===== config.mk =====
export PLATFORM = sky130hd
export DESIGN_NAME = bis_div
export DESIGN_NICKNAME = d
export VERILOG_FILES = /design/src/rtl/core/bis_pkg.sv /design/src/rtl/core/bis_div.sv
export SDC_FILE = /design/constraint.sdc
export NUM_CORES = 1
export LEC_CHECK = 0
export BUFFER_PORTS_ARGS = -buffer_cell sky130_fd_sc_hd__buf_2
export CAP_MARGIN = 20
export CORE_MARGIN = 2
export CORE_UTILIZATION = 49
export CTS_BUF_LIST = sky130_fd_sc_hd__clkbuf_8
export CTS_CLUSTER_SIZE = 40
export DETAILED_ROUTE_END_ITERATION = 6
export PLACE_DENSITY_LB_ADDON = 0.12
export SKIP_LAST_GASP = 1
export SYNTH_ARGS = -nofsm -noshare
export SYNTH_HDL_FRONTEND = slang
export SYNTH_SLANG_ARGS = --single-unit

===== constraint.sdc =====
create_clock -name clk -period 3.05 [get_ports clk]
set_input_delay 0.4575 -clock clk [delete_from_list [all_inputs] [get_ports clk]]
set_output_delay 0.4575 -clock clk [all_outputs]
set_load 0.02 [all_outputs]

===== src/rtl/core/bis_pkg.sv =====
// Shared types, constants and arithmetic helpers for the bicubic image scaler.
`timescale 1ns / 1ps

package bis_pkg;

  // Pixel store geometry.
  localparam int unsigned MAX_SRC_HEIGHT = 256;
  localparam int unsigned MAX_SRC_WIDTH  = 256;
  localparam int unsigned ROW_BITS       = $clog2(MAX_SRC_HEIGHT);
  localparam int unsigned COL_BITS       = $clog2(MAX_SRC_WIDTH);
  localparam int unsigned ADDR_BITS      = ROW_BITS + COL_BITS;
  localparam int unsigned PIX_BITS       = 24;

  // Datapath widths.
  localparam int unsigned FRAC_BITS = 16;
  localparam int unsigned ACC_BITS  = 36;
  localparam int unsigned DVD_BITS  = 25;
  localparam int unsigned DVS_BITS  = 12;
  localparam int unsigned BASE_BITS = 22;

  // Configuration register indexes.
  typedef enum logic [1:0] {
    REG_SRC_HEIGHT = 2'd0,
    REG_SRC_WIDTH  = 2'd1,
    REG_DST_HEIGHT = 2'd2,
    REG_DST_WIDTH  = 2'd3
  } reg_idx_t;

  // Input commands.
  typedef enum logic {
    CMD_WRITE   = 1'b0,
    CMD_REQUEST = 1'b1
  } cmd_t;

  // Top level sequencer states.
  typedef enum logic [3:0] {
    ST_IDLE,
    ST_DIV_GO,
    ST_DIV_WAIT,
    ST_MUL,
    ST_POS,
    ST_FETCH,
    ST_CUB_GO,
    ST_CUB_WAIT
  } state_t;

  // Cubic unit states.
  typedef enum logic [1:0] {
    CU_IDLE,
    CU_COEF,
    CU_MUL,
    CU_ADD
  } cub_state_t;

  // Round a signed value right by s bits, to nearest with ties to even.
  function automatic logic signed [63:0] rne(input logic signed [63:0] v,
                                             input logic [4:0] s);
    logic        neg;
    logic [63:0] m;
    logic [63:0] half;
    logic [63:0] q;
    logic [63:0] r;
    neg  = v[63];
    m    = neg ? (64'd0 - 64'(v)) : 64'(v);
    half = 64'd1 << (s - 5'd1);
    q    = m >> s;
    r    = m & ((half << 1) - 64'd1);
    if ((r > half) || ((r == half) && q[0])) begin
      q = q + 64'd1;
    end
    return neg ? $signed(64'd0 - q) : $signed(q);
  endfunction

  // Neighbour index base+k-1, reflected at the borders then clamped into 0..n-1.
  function automatic logic [7:0] border(input logic [BASE_BITS-1:0] base,
                                        input logic [1:0] k,
                                        input logic [8:0] n);
    logic signed [24:0] i;
    logic signed [24:0] ns;
    ns = $signed({16'd0, n});
    i  = $signed({3'd0, base}) + $signed({23'd0, k}) - 25'sd1;
    if (i < 0) begin
      i = -25'sd1 - i;
    end
    if (i >= ns) begin
      i = 2 * ns - 25'sd1 - i;
    end
    if (i < 0) begin
      i = 25'sd0;
    end
    if (i >= ns) begin
      i = ns - 25'sd1;
    end
    return i[7:0];
  endfunction

endpackage


===== src/rtl/core/bis_div.sv =====
// Restoring serial divider, one quotient bit per cycle.
`timescale 1ns / 1ps

module bis_div (
  input  logic                          clk,
  input  logic                          rst,
  input  logic                          start,
  input  logic [bis_pkg::DVD_BITS-1:0]  dividend,
  input  logic [bis_pkg::DVS_BITS-1:0]  divisor,
  output logic                          done,
  output logic [bis_pkg::DVD_BITS-1:0]  quotient
);

  localparam int unsigned CNT_BITS = $clog2(bis_pkg::DVD_BITS);

  logic                         running;
  logic [CNT_BITS-1:0]          cnt;
  logic [bis_pkg::DVS_BITS-1:0] rem;
  logic [bis_pkg::DVS_BITS:0]   rem_sh;
  logic                         fits;

  // Trial subtraction of the shifted partial remainder.
  assign rem_sh = {rem, quotient[bis_pkg::DVD_BITS-1]};
  assign fits   = rem_sh >= {1'b0, divisor};

  always_ff @(posedge clk) begin
    if (rst) begin
      running <= 1'b0;
      done    <= 1'b0;
      cnt     <= '0;
    end else begin
      done <= 1'b0;
      if (start) begin
        running  <= 1'b1;
        cnt      <= '0;
        rem      <= '0;
        quotient <= dividend;
      end else if (running) begin
        rem      <= fits ? bis_pkg::DVS_BITS'(rem_sh - {1'b0, divisor})
                         : bis_pkg::DVS_BITS'(rem_sh);
        quotient <= {quotient[bis_pkg::DVD_BITS-2:0], fits};
        if (cnt == CNT_BITS'(bis_pkg::DVD_BITS - 1)) begin
          running <= 1'b0;
          done    <= 1'b1;
        end else begin
          cnt <= cnt + 1'b1;
        end
      end
    end
  end

endmodule


# Word level (Yosys, flattened, before mapping)

Index checks and enable logic that the tools add are counted.

Logic and storage cells: 25
Output and inout bits: 26
Register bits: 44

Order comparisons: 1
Eq/ne operators: 1
Add/sub/neg operators: 2
Mux-type cells: 8
Bitwise gates (word level): 3
Reductions and logical operators: 5

Operators by type and width:

| cell                                        | number |
|---|---|
| two-way mux 25 bit                          | 2 |
| two-way mux 12 bit                          | 2 |
| >= comparator 13 x 12 -> 1 bit              | 1 |
| subtractor 12 bit                           | 1 |
| adder 5 x 1 -> 5 bit, second input constant | 1 |
| == test 5 bit, second input constant        | 1 |
| two-way mux 1 bit                           | 4 |
| AND reduction 2 bit                         | 2 |
| inverter 1 bit                              | 3 |
| OR reduction 3 bit                          | 1 |
| nonzero test 2 bit                          | 1 |
| OR reduction 2 bit                          | 1 |

# Longest topological paths before layout

Word-level depth: 4
Gate-level depth with buffers: 9
Gate-level depth less buffers: 9

# Worst setup path before layout

No wires, ideal clock.

Path type: input-to-reg
From: in start
To: reg quotient[0] in the netlist's numbering, enable pin
Path buffers: 1
Setup slack: -0.102 ns
Stages on the path: 3
Data arrival time: 2.708 ns
Required time: 2.606 ns
Path through: clkbuf_1 -> inv_1 -> a21oi_1

Cells in the longest elaborated chain, start to end: 2

Ends and longest elaborated chain:

| element                              | RTL line      | RTL |
|---|---|---|
| from (decl)                          | bis_div.sv:7  | `input logic start,` |
| nonzero test 2 bit (no source line)  | n/a           |  |
| AND reduction 2 bit (no source line) | n/a           |  |
| to (signal assigned)                 | bis_div.sv:37 | `quotient <= dividend;` |
| to (signal assigned)                 | bis_div.sv:41 | `quotient <= {quotient[bis_pkg::DVD_BITS-2:0], fits};` |
| to (decl)                            | bis_div.sv:11 | `output logic [bis_pkg::DVD_BITS-1:0] quotient` |

No other way between the ends.
A chain may end at the register's enable or synchronous reset.

# Worst setup path in the final report

From: reg rem[3] in the netlist's numbering
To: reg quotient[0] in the netlist's numbering, data pin

Cells in the longest elaborated chain, start to end: 3

Ends and longest elaborated chain:

| element                        | RTL line      | RTL |
|---|---|---|
| from (decl)                    | bis_div.sv:18 | `logic [bis_pkg::DVS_BITS-1:0] rem;` |
| from (signal assigned)         | bis_div.sv:39 | `rem <= fits ? bis_pkg::DVS_BITS'(rem_sh - {1'b0, divisor})` |
| >= comparator 13 x 12 -> 1 bit | bis_div.sv:24 | `assign fits = rem_sh >= {1'b0, divisor};` |
| two-way mux 25 bit             | bis_div.sv:38 | `end else if (running) begin` |
| two-way mux 25 bit             | bis_div.sv:33 | `if (start) begin` |

No other way between the ends. The select of a mux whose other input is x is not followed.

==> out/metrics.cfg <==
[logic_synthesis]
ys_dominant_reg_cell=edfxtp_1
yosys_warnings=0
netlist_instances=219
netlist_area_um2=2530
synth_top_area_share=0.440
synth-seq-area-share=0.495
ys_ff_latch=44
syn-mean-instance-area_um2=11.5
synth-edff-count=37
synth-async-reset-ratio=0
ys_types=45
yosys.area.top_type=edfxtp_1
synth.area.top_cells=edfxtp_1 (44%), mux2_2 (11%), ha_1 (6.9%)
synth_nets=274

[worst_setup_path]
crit_fanout=10
r2r_end=quotient[0]$_DFFE_PP_
reg2reg_depth=7
end_kind=flip-flop
critPathLaunchType=flip-flop
cp.arrival_ps=2530
ff2ff_setup_slack_ps=570
worstPathRequired_ps=3110
r2r_start=rem[3]$_SDFFCE_PP0P_
path_class=reg -> reg

[detailed_routing]
wirelength_um=5110
routed_via_density=5.19
wl_per_cell_um=14.3
ant_nets=0
vias=1858
route.detailed.drc=0
drtIter0Drc=141
firstDrtPassIters=4

[pwr]
p_switching_mw=0.437
pwr-share-seq=0.426
clkPwrFrac=0.358
p_leak_nw=1.28
p_sw_frac=0.254
peakVddDrop_mv=0.294
power_density_nw_per_um2=553
internal_power_mw=1.28
p_comb_frac=0.216

[floorplanning]
num_io_pins=66
die_h_um=75.8
die_x_um=75.8
dieArea_um2=5750
core_area_um2=5040
initial_core_util=0.501
num_rows=26

[global_routing]
grt_max_degree=38
grtUsageTotal=0.199
grt-ovfl-total=0
antenna_found_initial=0
grt_pass1_wl_um=8600
grt_pass1_vias=1885

[sta]
finalSetupViolCount=0
rsz0062_at_grt=no
whs_ps=360
fin_crit_sh=0.813
finalHoldViolCount=0
finalCriticalPeriod_ps=2480
worst_pin_slew_ps=519
setup_tns_ps=0
relSlewSlack=0.654
max_freq_mhz=403
drv_slew=0
finalClockSkew_ps=4.33

[cells_and_area]
fillers=431
area.growth.synth_to_final_pct=22.9
drive_gt1_frac=0.385
antenna_cells=0
final_cells=358
seqCellArea_um2=1250
final_util=0.616
final_cell_area_um2=3110
multiInputGateArea_um2=1190
nNetsFinal=342

[placement]
post-place-cells=350
io_buffer_count=65
placed_cell_area_um2=2950
dp_hpwl_um=3660
routabilityCongestion=0.863

[clock_tree]
clockBufferDepth=2
numCtsBuffers=5
cts_tree=yes
cts_resized=0
clkTransAtPathRegs_ps=80
cts-htree-levels=2
cts-root-buf=clkbuf_8
cts.hold.buffers_added=0
clkLatencyLatePin_ps=300
cts_setup_buffers=0
clock-sinks=44

[min_path]
min_to=running$_SDFF_PP0_
min-delay-path-class=in -> reg
hold_path_startpoint=rst
whs_path_depth=2

[flow_run]
cap_violations=0

[status]
status=finished clean

-- cells by family after synthesis --
| kind of cell | Yosys count | share of synthesized area |
|---|---|---|
| buf+inv | 25 | 0.0376 |
| flops | 44 | 0.495 |
| xor+xnor | 10 | 0.0347 |
| compound gates | 48 | 0.137 |
| mux | 25 | 0.111 |
| simple gates | 52 | 0.107 |
| fa+ha+maj | 15 | 0.0772 |
-- cell usage after synthesis, drive strengths merged, types with 3 or more instances --
| cell type | n |
|---|---|
| nand2 | 8 |
| dfxtp | 7 |
| edfxtp | 37 |
| nor2 | 9 |
| o21ai | 8 |
| a211oi | 4 |
| nand4 | 4 |
| nor3 | 6 |
| nand3 | 14 |
| xor2 | 6 |
| inv | 18 |
| clkbuf | 5 |
| o21a | 3 |
| o211ai | 3 |
| xnor2 | 4 |
| a21oi | 15 |
| mux2 | 25 |
| ha | 14 |
-- registers in the layout, summed over array words and instances (netlist names) --
signal,cells
running,1
rem,12
cnt,5
done,1
quotient,25
-- placed cells by master, fill, tap and decap left out, types with 4 or more instances in the layout --
cell type and n:
nand4_1 4, a21oi_1 13, inv_1 18, xnor2_1 4, nand2_1 6, ha_1 14, xor2_1 6, nor2_1 9
nor3_1 6, nand3_1 14, edfxtp_1 37, clkbuf_8 5, dfxtp_1 7, mux2_2 25, buf_2 65, o21ai_0 7
-- per-layer routing --
metal | vias to the layer above | part of all wire | GRT usage
met2 | 55 | 0.46 | 0.302
met3 | 7 | 0.063 | 0.0595
met1 | 842 | 0.46 | 0.271
met5 | - | 0 | 0
met4 | 0 | 0.013 | 0.0702
li1 | 954 | - | -
-- worst max-delay path by stage --
stage,to,from,depth (start not counted)
global route,rem[0]$_SDFFCE_PP0P_,rem[7]$_SDFFCE_PP0P_,6
floorplan,quotient[0]$_DFFE_PP_,start,3
finish,quotient[0]$_DFFE_PP_,rem[3]$_SDFFCE_PP0P_,7
CTS,quotient[0]$_DFFE_PP_,rem[3]$_SDFFCE_PP0P_,7
global placement,quotient[0]$_DFFE_PP_,divisor[1],9
detailed placement,quotient[0]$_DFFE_PP_,divisor[4],9
-- stage by stage --
| step | power (mW) | setup WS, ps |
|---|---|---|
| 2_1_floorplan | 1.01 | 621 |
| 3_3_place_gp | 1.11 | 480 |
| 3_5_place_dp | 1.11 | 433 |
| 4_1_cts | 1.73 | 581 |
| 5_1_grt | 1.80 | 423 |
| 6_report | 1.72 | 571 |
-- power by group through the flow --
stage / combinational [mW] / sequential [mW] / clock, mW
CTS: 0.372 / 0.733 / 0.629
global placement: 0.367 / 0.746 / 0
finish: 0.371 / 0.732 / 0.615
floorplan: 0.243 / 0.768 / 0
global route: 0.413 / 0.738 / 0.649
detailed placement: 0.369 / 0.745 / 0
-- worst max-delay path: stages, from the launching register on --
cell and delay, ps:
edfxtp_1 420, ha_1 380, nand3_1 150, o21ba_4 180
o21ba_4 210, o31ai_4 490, nand2_4 130, mux2_2 290
-- layout make-up --
type                    instances  area share
flip-flops and latches         44       0.403
clock inverters                 3      0.0290
repair buffers                 68       0.112
well taps                      70      0.0282
clock buffers                   5      0.0222
multi-input cells             150       0.384
inverters                      18      0.0218
Note: power is estimated with default switching activity, not from simulation.
