==> src/rtl/core/bis_pkg.sv <==
// Shared types, constants and arithmetic helpers for the bicubic image scaler.
`timescale 1ns / 1ps

package bis_pkg;

  // Pixel store geometry.
  localparam int unsigned MAX_SRC_HEIGHT = 256;
  localparam int unsigned MAX_SRC_WIDTH  = 256;
  localparam int unsigned ROW_BITS       = $clog2(MAX_SRC_HEIGHT);
  localparam int unsigned COL_BITS       = $clog2(MAX_SRC_WIDTH);
  localparam int unsigned ADDR_BITS      = ROW_BITS + COL_BITS;
  localparam int unsigned PIX_BITS       = 24;

  // Datapath widths.
  localparam int unsigned FRAC_BITS = 16;
  localparam int unsigned ACC_BITS  = 36;
  localparam int unsigned DVD_BITS  = 25;
  localparam int unsigned DVS_BITS  = 12;
  localparam int unsigned BASE_BITS = 22;

  // Configuration register indexes.
  typedef enum logic [1:0] {
    REG_SRC_HEIGHT = 2'd0,
    REG_SRC_WIDTH  = 2'd1,
    REG_DST_HEIGHT = 2'd2,
    REG_DST_WIDTH  = 2'd3
  } reg_idx_t;

  // Input commands.
  typedef enum logic {
    CMD_WRITE   = 1'b0,
    CMD_REQUEST = 1'b1
  } cmd_t;

  // Top level sequencer states.
  typedef enum logic [3:0] {
    ST_IDLE,
    ST_DIV_GO,
    ST_DIV_WAIT,
    ST_MUL,
    ST_POS,
    ST_FETCH,
    ST_CUB_GO,
    ST_CUB_WAIT
  } state_t;

  // Cubic unit states.
  typedef enum logic [1:0] {
    CU_IDLE,
    CU_COEF,
    CU_MUL,
    CU_ADD
  } cub_state_t;

  // Round a signed value right by s bits, to nearest with ties to even.
  function automatic logic signed [63:0] rne(input logic signed [63:0] v,
                                             input logic [4:0] s);
    logic        neg;
    logic [63:0] m;
    logic [63:0] half;
    logic [63:0] q;
    logic [63:0] r;
    neg  = v[63];
    m    = neg ? (64'd0 - 64'(v)) : 64'(v);
    half = 64'd1 << (s - 5'd1);
    q    = m >> s;
    r    = m & ((half << 1) - 64'd1);
    if ((r > half) || ((r == half) && q[0])) begin
      q = q + 64'd1;
    end
    return neg ? $signed(64'd0 - q) : $signed(q);
  endfunction

  // Neighbour index base+k-1, reflected at the borders then clamped into 0..n-1.
  function automatic logic [7:0] border(input logic [BASE_BITS-1:0] base,
                                        input logic [1:0] k,
                                        input logic [8:0] n);
    logic signed [24:0] i;
    logic signed [24:0] ns;
    ns = $signed({16'd0, n});
    i  = $signed({3'd0, base}) + $signed({23'd0, k}) - 25'sd1;
    if (i < 0) begin
      i = -25'sd1 - i;
    end
    if (i >= ns) begin
      i = 2 * ns - 25'sd1 - i;
    end
    if (i < 0) begin
      i = 25'sd0;
    end
    if (i >= ns) begin
      i = ns - 25'sd1;
    end
    return i[7:0];
  endfunction

endpackage

==> src/rtl/core/bis_cubic.sv <==
// Catmull-Rom evaluator: Horner's scheme over one shared multiplier.
`timescale 1ns / 1ps

module bis_cubic (
  input  logic                                 clk,
  input  logic                                 rst,
  input  logic                                 start,
  input  logic signed [bis_pkg::ACC_BITS-1:0]  f [4],
  input  logic [bis_pkg::FRAC_BITS-1:0]        t,
  output logic                                 done,
  output logic signed [bis_pkg::ACC_BITS-1:0]  res
);

  localparam int unsigned PROD_BITS = bis_pkg::ACC_BITS + bis_pkg::FRAC_BITS + 1;

  bis_pkg::cub_state_t state, state_next;

  logic signed [bis_pkg::ACC_BITS-1:0]  fr [4];
  logic [bis_pkg::FRAC_BITS-1:0]        tr;
  logic signed [bis_pkg::ACC_BITS-1:0]  b2, c2, d2;
  logic signed [PROD_BITS-1:0]          prod;
  logic [1:0]                           step;
  logic signed [63:0]                   prod_rnd;
  logic signed [bis_pkg::ACC_BITS-1:0]  addend;

  // State register.
  always_ff @(posedge clk) begin
    if (rst) begin
      state <= bis_pkg::CU_IDLE;
    end else begin
      state <= state_next;
    end
  end

  // Next state.
  always_comb begin
    state_next = state;
    unique case (state)
      bis_pkg::CU_IDLE: if (start) state_next = bis_pkg::CU_COEF;
      bis_pkg::CU_COEF: state_next = bis_pkg::CU_MUL;
      bis_pkg::CU_MUL:  state_next = bis_pkg::CU_ADD;
      bis_pkg::CU_ADD:  if (step == 2'd2) state_next = bis_pkg::CU_IDLE;
                        else state_next = bis_pkg::CU_MUL;
      default:          state_next = bis_pkg::CU_IDLE;
    endcase
  end

  // Product rounded back to Q16, plus the coefficient of this Horner step.
  assign prod_rnd = bis_pkg::rne(64'(prod), 5'(bis_pkg::FRAC_BITS));
  always_comb begin
    unique case (step)
      2'd0:    addend = b2;
      2'd1:    addend = c2;
      default: addend = d2;
    endcase
  end

  // Datapath.
  always_ff @(posedge clk) begin
    if (rst) begin
      done <= 1'b0;
      step <= '0;
    end else begin
      done <= 1'b0;
      unique case (state)
        bis_pkg::CU_IDLE: begin
          if (start) begin
            fr <= f;
            tr <= t;
          end
        end
        bis_pkg::CU_COEF: begin
          res  <= -fr[0] + 3 * fr[1] - 3 * fr[2] + fr[3];
          b2   <= 2 * fr[0] - 5 * fr[1] + 4 * fr[2] - fr[3];
          c2   <= fr[2] - fr[0];
          d2   <= 2 * fr[1];
          step <= '0;
        end
        bis_pkg::CU_MUL: begin
          prod <= PROD_BITS'(res) * $signed({1'b0, tr});
        end
        bis_pkg::CU_ADD: begin
          res <= prod_rnd[bis_pkg::ACC_BITS-1:0] + addend;
          if (step == 2'd2) begin
            done <= 1'b1;
          end else begin
            step <= step + 1'b1;
          end
        end
        default: ;
      endcase
    end
  end

endmodule

==> config.mk <==
export PLATFORM = sky130hd
export DESIGN_NAME = bis_cubic
export DESIGN_NICKNAME = d
export VERILOG_FILES = /design/src/rtl/core/bis_pkg.sv /design/src/rtl/core/bis_cubic.sv
export SDC_FILE = /design/constraint.sdc
export NUM_CORES = 2
export LEC_CHECK = 0
export CORE_AREA = 2 2 355 357
export DETAILED_ROUTE_END_ITERATION = 12
export DIE_AREA = 0 0 357 359
export DONT_BUFFER_PORTS = 1
export SYNTH_ARGS = -nofsm -noshare
export SYNTH_HDL_FRONTEND = slang
export SYNTH_SLANG_ARGS = --single-unit
==> constraint.sdc <==
create_clock -name clk -period 30.2 [get_ports clk]
set_input_delay 6.04 -clock clk [delete_from_list [all_inputs] [get_ports clk]]
set_output_delay 6.04 -clock clk [all_outputs]
set_load 0.05 [all_outputs]
# After elaboration in Yosys (flattened, before gate mapping)

Cells that the tools add are included.

Register bits after elaboration: 361
Bits of input ports: 163

Add/sub/neg operators: 13
$mul: 4
$lt $le $gt $ge: 1
Eq/ne operators: 8
Muxes and demuxes: 11
Bitwise logic cells: 2
Reduce and logical (&&, ||, !) cells: 11

Operator list:

| cell                                                                   | number |
|---|---|
| 36-bit adder                                                           | 4 |
| 36-bit one-hot mux with 2 select lines                                 | 2 |
| 36-bit subtractor                                                      | 4 |
| 3-bit by 36-bit multiplier with 36-bit output (first input constant)   | 2 |
| 36-bit 2-to-1 mux                                                      | 2 |
| 36-bit by 17-bit multiplier with 53-bit output                         | 1 |
| 52-bit 2-to-1 mux                                                      | 1 |
| 1-bit by 52-bit subtractor with 52-bit output (first input constant)   | 1 |
| 36-bit by 1-bit adder with 36-bit output (second input constant)       | 1 |
| 4-bit by 36-bit multiplier with 36-bit output (first input constant)   | 1 |
| 36-bit negation                                                        | 1 |
| 1-bit by 36-bit subtractor with 36-bit output (first input constant)   | 1 |
| 16-bit equality test (second input constant)                           | 1 |
| 16-bit > comparator (second input constant)                            | 1 |
| 2-bit one-hot mux with 4 select lines                                  | 1 |
| 2-bit AND reduction                                                    | 4 |
| 2-bit equality test (second input constant)                            | 3 |
| 2-bit 2-to-1 mux                                                       | 3 |
| 2-bit by 1-bit equality test with 1-bit output (second input constant) | 2 |
| 2-bit zero test                                                        | 2 |
| 2-bit inequality test (second input constant)                          | 2 |
| 2-bit one-hot mux with 2 select lines                                  | 1 |
| 3-bit AND reduction                                                    | 1 |
| 2-bit by 1-bit adder with 2-bit output (second input constant)         | 1 |
| other kinds (6)                                                        | 7 |

# Depth between registers and ports, before layout

Word-level depth: 10
Mapped depth: 37
Depth with buffers taken out: 30

# Least setup slack after synthesis

Ideal clock, no wire load.

Path kind: in2reg
Start point: input port rst
End point: register fr[0] (netlist name), enable pin
Setup time: 1.135 ns
Data arrival time: 22.614 ns
Data required time: 29.065 ns
Path slack: 6.451 ns
Stages: 1
Buffers on the path: 0
Cells stage by stage: nor4b_1

Word-level cells in the longest chain between the ends: 2

RTL lines:

| what                                 | RTL line        | RTL |
|---|---|---|
| start: declaration                   | bis_cubic.sv:6  | `input logic rst,` |
| 1-bit NOT (no source line)           | -               |  |
| 3-bit AND reduction (no source line) | -               |  |
| end signal: assignment               | bis_cubic.sv:68 | `fr <= f;` |
| end: declaration                     | bis_cubic.sv:18 | `logic signed [bis_pkg::ACC_BITS-1:0] fr [4];` |

Every way passes these cells.
A chain may end at the register's enable or synchronous reset.

# Worst setup path after layout

Start point: register res[10] (netlist name)
End point: register prod[51], data pin

Word-level cells in the longest chain between the ends: 1

RTL lines:

| what                                           | RTL line        | RTL |
|---|---|---|
| start: declaration                             | bis_cubic.sv:11 | `output logic signed [bis_pkg::ACC_BITS-1:0] res` |
| start signal: assignment                       | bis_cubic.sv:73 | `res <= -fr[0] + 3 * fr[1] - 3 * fr[2] + fr[3];` |
| start signal: assignment                       | bis_cubic.sv:83 | `res <= prod_rnd[bis_pkg::ACC_BITS-1:0] + addend;` |
| 36-bit by 17-bit multiplier with 53-bit output | bis_cubic.sv:80 | `prod <= PROD_BITS'(res) * $signed({1'b0, tr});` |
| end signal: assignment                         | bis_cubic.sv:80 |  |
| end: declaration                               | bis_cubic.sv:21 | `logic signed [PROD_BITS-1:0] prod;` |

Every way passes these cells.

==> metrics.md <==
| Metric | Value |
|---|---|
| Vias in the first global route | `35,980` |
| Post_cts resized | `0` |
| Worst Skew | `0.02581 ns` |
| Metal2 WL | `54,640 um` |
| Slowest stage delay, CP | `1.06 ns` |
| Clock Latency Late Sink | `0.62 ns` |
| Die Span Y | `359 um` |
| Commonest register cell after synthesis | `edfxtp_1` |
| Yosys reg bits | `361` |
| CP Buf/Inv Count | `3` |
| Worst hold start | `step[1]` |
| TNS Setup | `0 ns` |
| Seq/Total Area, Yosys | `21.82%` |
| Min-Delay Path Depth | `2` |
| GRT Util Overall | `18.98%` |
| Layout Area Growth over Synthesis | `6.948%` |
| Congestion Overflow GR | `0` |
| Mean Syn Cell Area | `9.917 um2` |
| CTS tree | `yes` |
| Crit path launch | `res[10]` |
| Worst Hold Path EP | `step[1]` |
| Cell mode on critical path | `fa_1` |
| Critical path depth | `24` |
| Synth unique cells | `88` |
| Mapped Nets | `6,342` |
| Total number of vias | `33,580` |
| Critical R2R Capture | `prod[51]` |
| CP max-delay cell | `edfxtp_1` |
| Setup CP Type | `reg2reg` |
| CTS Buf Count | `47` |
| Post-synth top area share | `31.74%` |
| Hold buffers post-CTS | `0` |
| Max clock buf depth | `3` |
| Wire length on met1 | `54,920 um` |
| # nets final | `6,294` |
| CP delay by family, top | `adder cells` |
| Via density | `5.068` |
| Critical Path AT | `9.02 ns` |
| Clk slew on worst S/H paths | `0.06 ns` |
| Top cells by area, synth | `fa_1 (32%), edfxtp_1 (22%), ha_1 (10%), inv_1 (7.9%), nand2_1 (4.3%)` |
| # port buffers | `0` |
| Post-DP Area | `51,370 um2` |
| Count of flip-flops with a built-in enable after synthesis | `356` |
| R2R depth | `24` |
| Synthesis warning total | `0` |
| Async set-or-reset flop fraction in the synthesized netlist | `0%` |
| Die area | `128,200 um2` |
| Critical path capture point type | `flip-flop` |
| Post-CTS setup buffer count | `0` |
| Outcome | `complete, no violations` |
| Clk sinks | `361` |
| Post-Syn Instances | `4,987` |
| Htree depth | `2` |
| Startpoint types | `flip-flop` |
| Fin. Hold Viols | `0` |
| Crit share post-route | `28.73%` |
| Number of detailed-routing iterations run before antenna repair | `5` |
| WL final | `117,800 um` |
| Worst Path Max Fanout | `17` |
| Initial Util | `39.69%` |
| Final HPWL from detailed placement | `95,120 um` |
| Final Instance Area | `52,890 um2` |
| Fraction of layout cells with a size suffix above 1 | `3.940%` |
| Final-report max-slew violation count | `0` |
| Slew @ Worst Pin | `1.248 ns` |
| Max Cap Viol | `0` |
| Max_slew headroom | `16.81%` |
| Reg2reg start | `res[10]` |
| Flop2flop setup slack | `21.52 ns` |
| RSZ-0062 raised after global routing | `no` |
| GPL Wtd Cong | `0.8566` |
| Ports | `200` |
| Util after Layout | `42.45%` |
| Fin Hold WS | `0.5433 ns` |
| DR WL met3 | `6483 um` |
| Die W | `357 um` |
| Final setup fails | `0` |
| Clk root buf | `clkbuf_16` |
| CP required | `30.55 ns` |
| Largest net degree at the start of global routing | `76` |
| Drt wl/cell | `17.78 um` |
| Initial antenna violation count | `4` |
| Final ANT Viol Nets | `0` |
| Critical path, cell by cell | `nand2_1 > fa_1 > inv_1 > fa_1 > inv_1 > fa_1 > fa_1 > inv_1 > fa_1 > fa_1 > ha_1 > a21o_1 > a21o_1 > a21oi_1 > o21ai_0 > a2111oi_0 > or4_1 > a311oi_1 > a41oi_1 > a2111oi_0 > o211a_1 > o21ai_0 > o21ai_0 > xor2_1` |
| Cell taking the most area after synthesis | `fa_1` |
| Rows | `130` |
| Top Layer Used | `met5` |
| Global-route wire length before repair | `195,900 um` |
| Crit path time final | `8.675 ns` |
| Synthesized area | `49,450 um2` |
| Core Area | `124,600 um2` |
| DR iter-0 viols | `1,661` |
| # DRC | `0` |
| Hold Crit Class | `reg2reg` |
| Max Clk Rate | `0.1153 GHz` |
layout by cell type (no fill, tap or decap), drive strengths merged, types with 87 or more instances in the layout:
master / count
a21o: 87
a21oi: 158
and2: 248
edfxtp: 356
fa: 784
ha: 408
inv: 1044
nand2: 561
nor2: 160
o21ai: 126
xnor2: 192
xor2: 89
worst min-delay path, cell delays in order (launching register included):
cell and delay, ns:
dfxtp_1 0.36, a21oi_1 0.08, nor2_1 0.07
cells in the mapped netlist, drive strengths merged, types with 7 or more instances:
cell type,instances
nor2,160
inv,1037
ha,408
nand2b,31
a2111oi,8
o41ai,14
buf,19
a21oi,158
or2,13
nand4,27
a211oi,25
a31oi,22
xor2,89
a31o,12
o21a,24
nor2b,26
o21bai,20
or4,8
o21ai,126
nor4,21
a22oi,40
o31ai,30
and3,25
and2,248
o2111ai,7
or3,22
o211ai,17
mux2i,11
nand2,561
nor3b,7
nor3,51
nand3,48
a21boi,10
xnor2,192
a21o,87
fa,784
clkbuf,143
edfxtp,356
worst max-delay path by stage:
| stage | endpoint | slack, ns |
|---|---|---|
| 4_1_cts | prod[51] | 21.47 |
| 3_5_place_dp | prod[51] | 21.55 |
| 2_1_floorplan | fr[0] | 6.45 |
| 6_report | prod[51] | 21.52 |
| 5_1_grt | prod[52] | 21.05 |
| 3_3_place_gp | prod[51] | 21.73 |
metrics by stage:
| stage | instances | setup WS [ns] |
|---|---|---|
| floorplan | 4987 | 6.451 |
| global placement | 6540 | 21.73 |
| detailed placement | 6540 | 21.55 |
| CTS | 6624 | 21.47 |
| global route | 6626 | 21.05 |
| finish | 6626 | 21.52 |
routing by layer:
metal  vias to the layer above  GRT usage (%)
met3                       113          2.959
met2                       780          30.45
li1                      15850              -
met5                         -              0
met1                     16840          27.41
met4                         2          3.271
area by class of cell:
class	instances	area, um2
Tap cell	1650	2064
Antenna cell	2	5.005
Fill cell	12140	71710
Timing Repair Buffer	65	488.0
Sequential cell	361	10790
Multi-Input combinational cell	3424	34130
Clock buffer	52	1195
Clock inverter	32	317.8
Inverter	1040	3904
cell families after synthesis:
| group | synth area share, % |
|---|---|
| buffers and inverters | 9.219 |
| muxes | 0.2682 |
| adders and majority gates | 42.06 |
| and+or+nand+nor | 12.63 |
| AOI/OAI and AO/OA | 8.936 |
| xor gates and xnor gates | 5.070 |
| DFF | 21.82 |
registers in the layout (all words and copies together), names as in the netlist:
name and count:
b2 36, c2 36, d2 35, done 1
fr 144, prod 53, res 36, state 2
step 2, tr 16
Power is not shown: default switching activity piles up to over one toggle a cycle in this logic, so the estimate is an artifact.
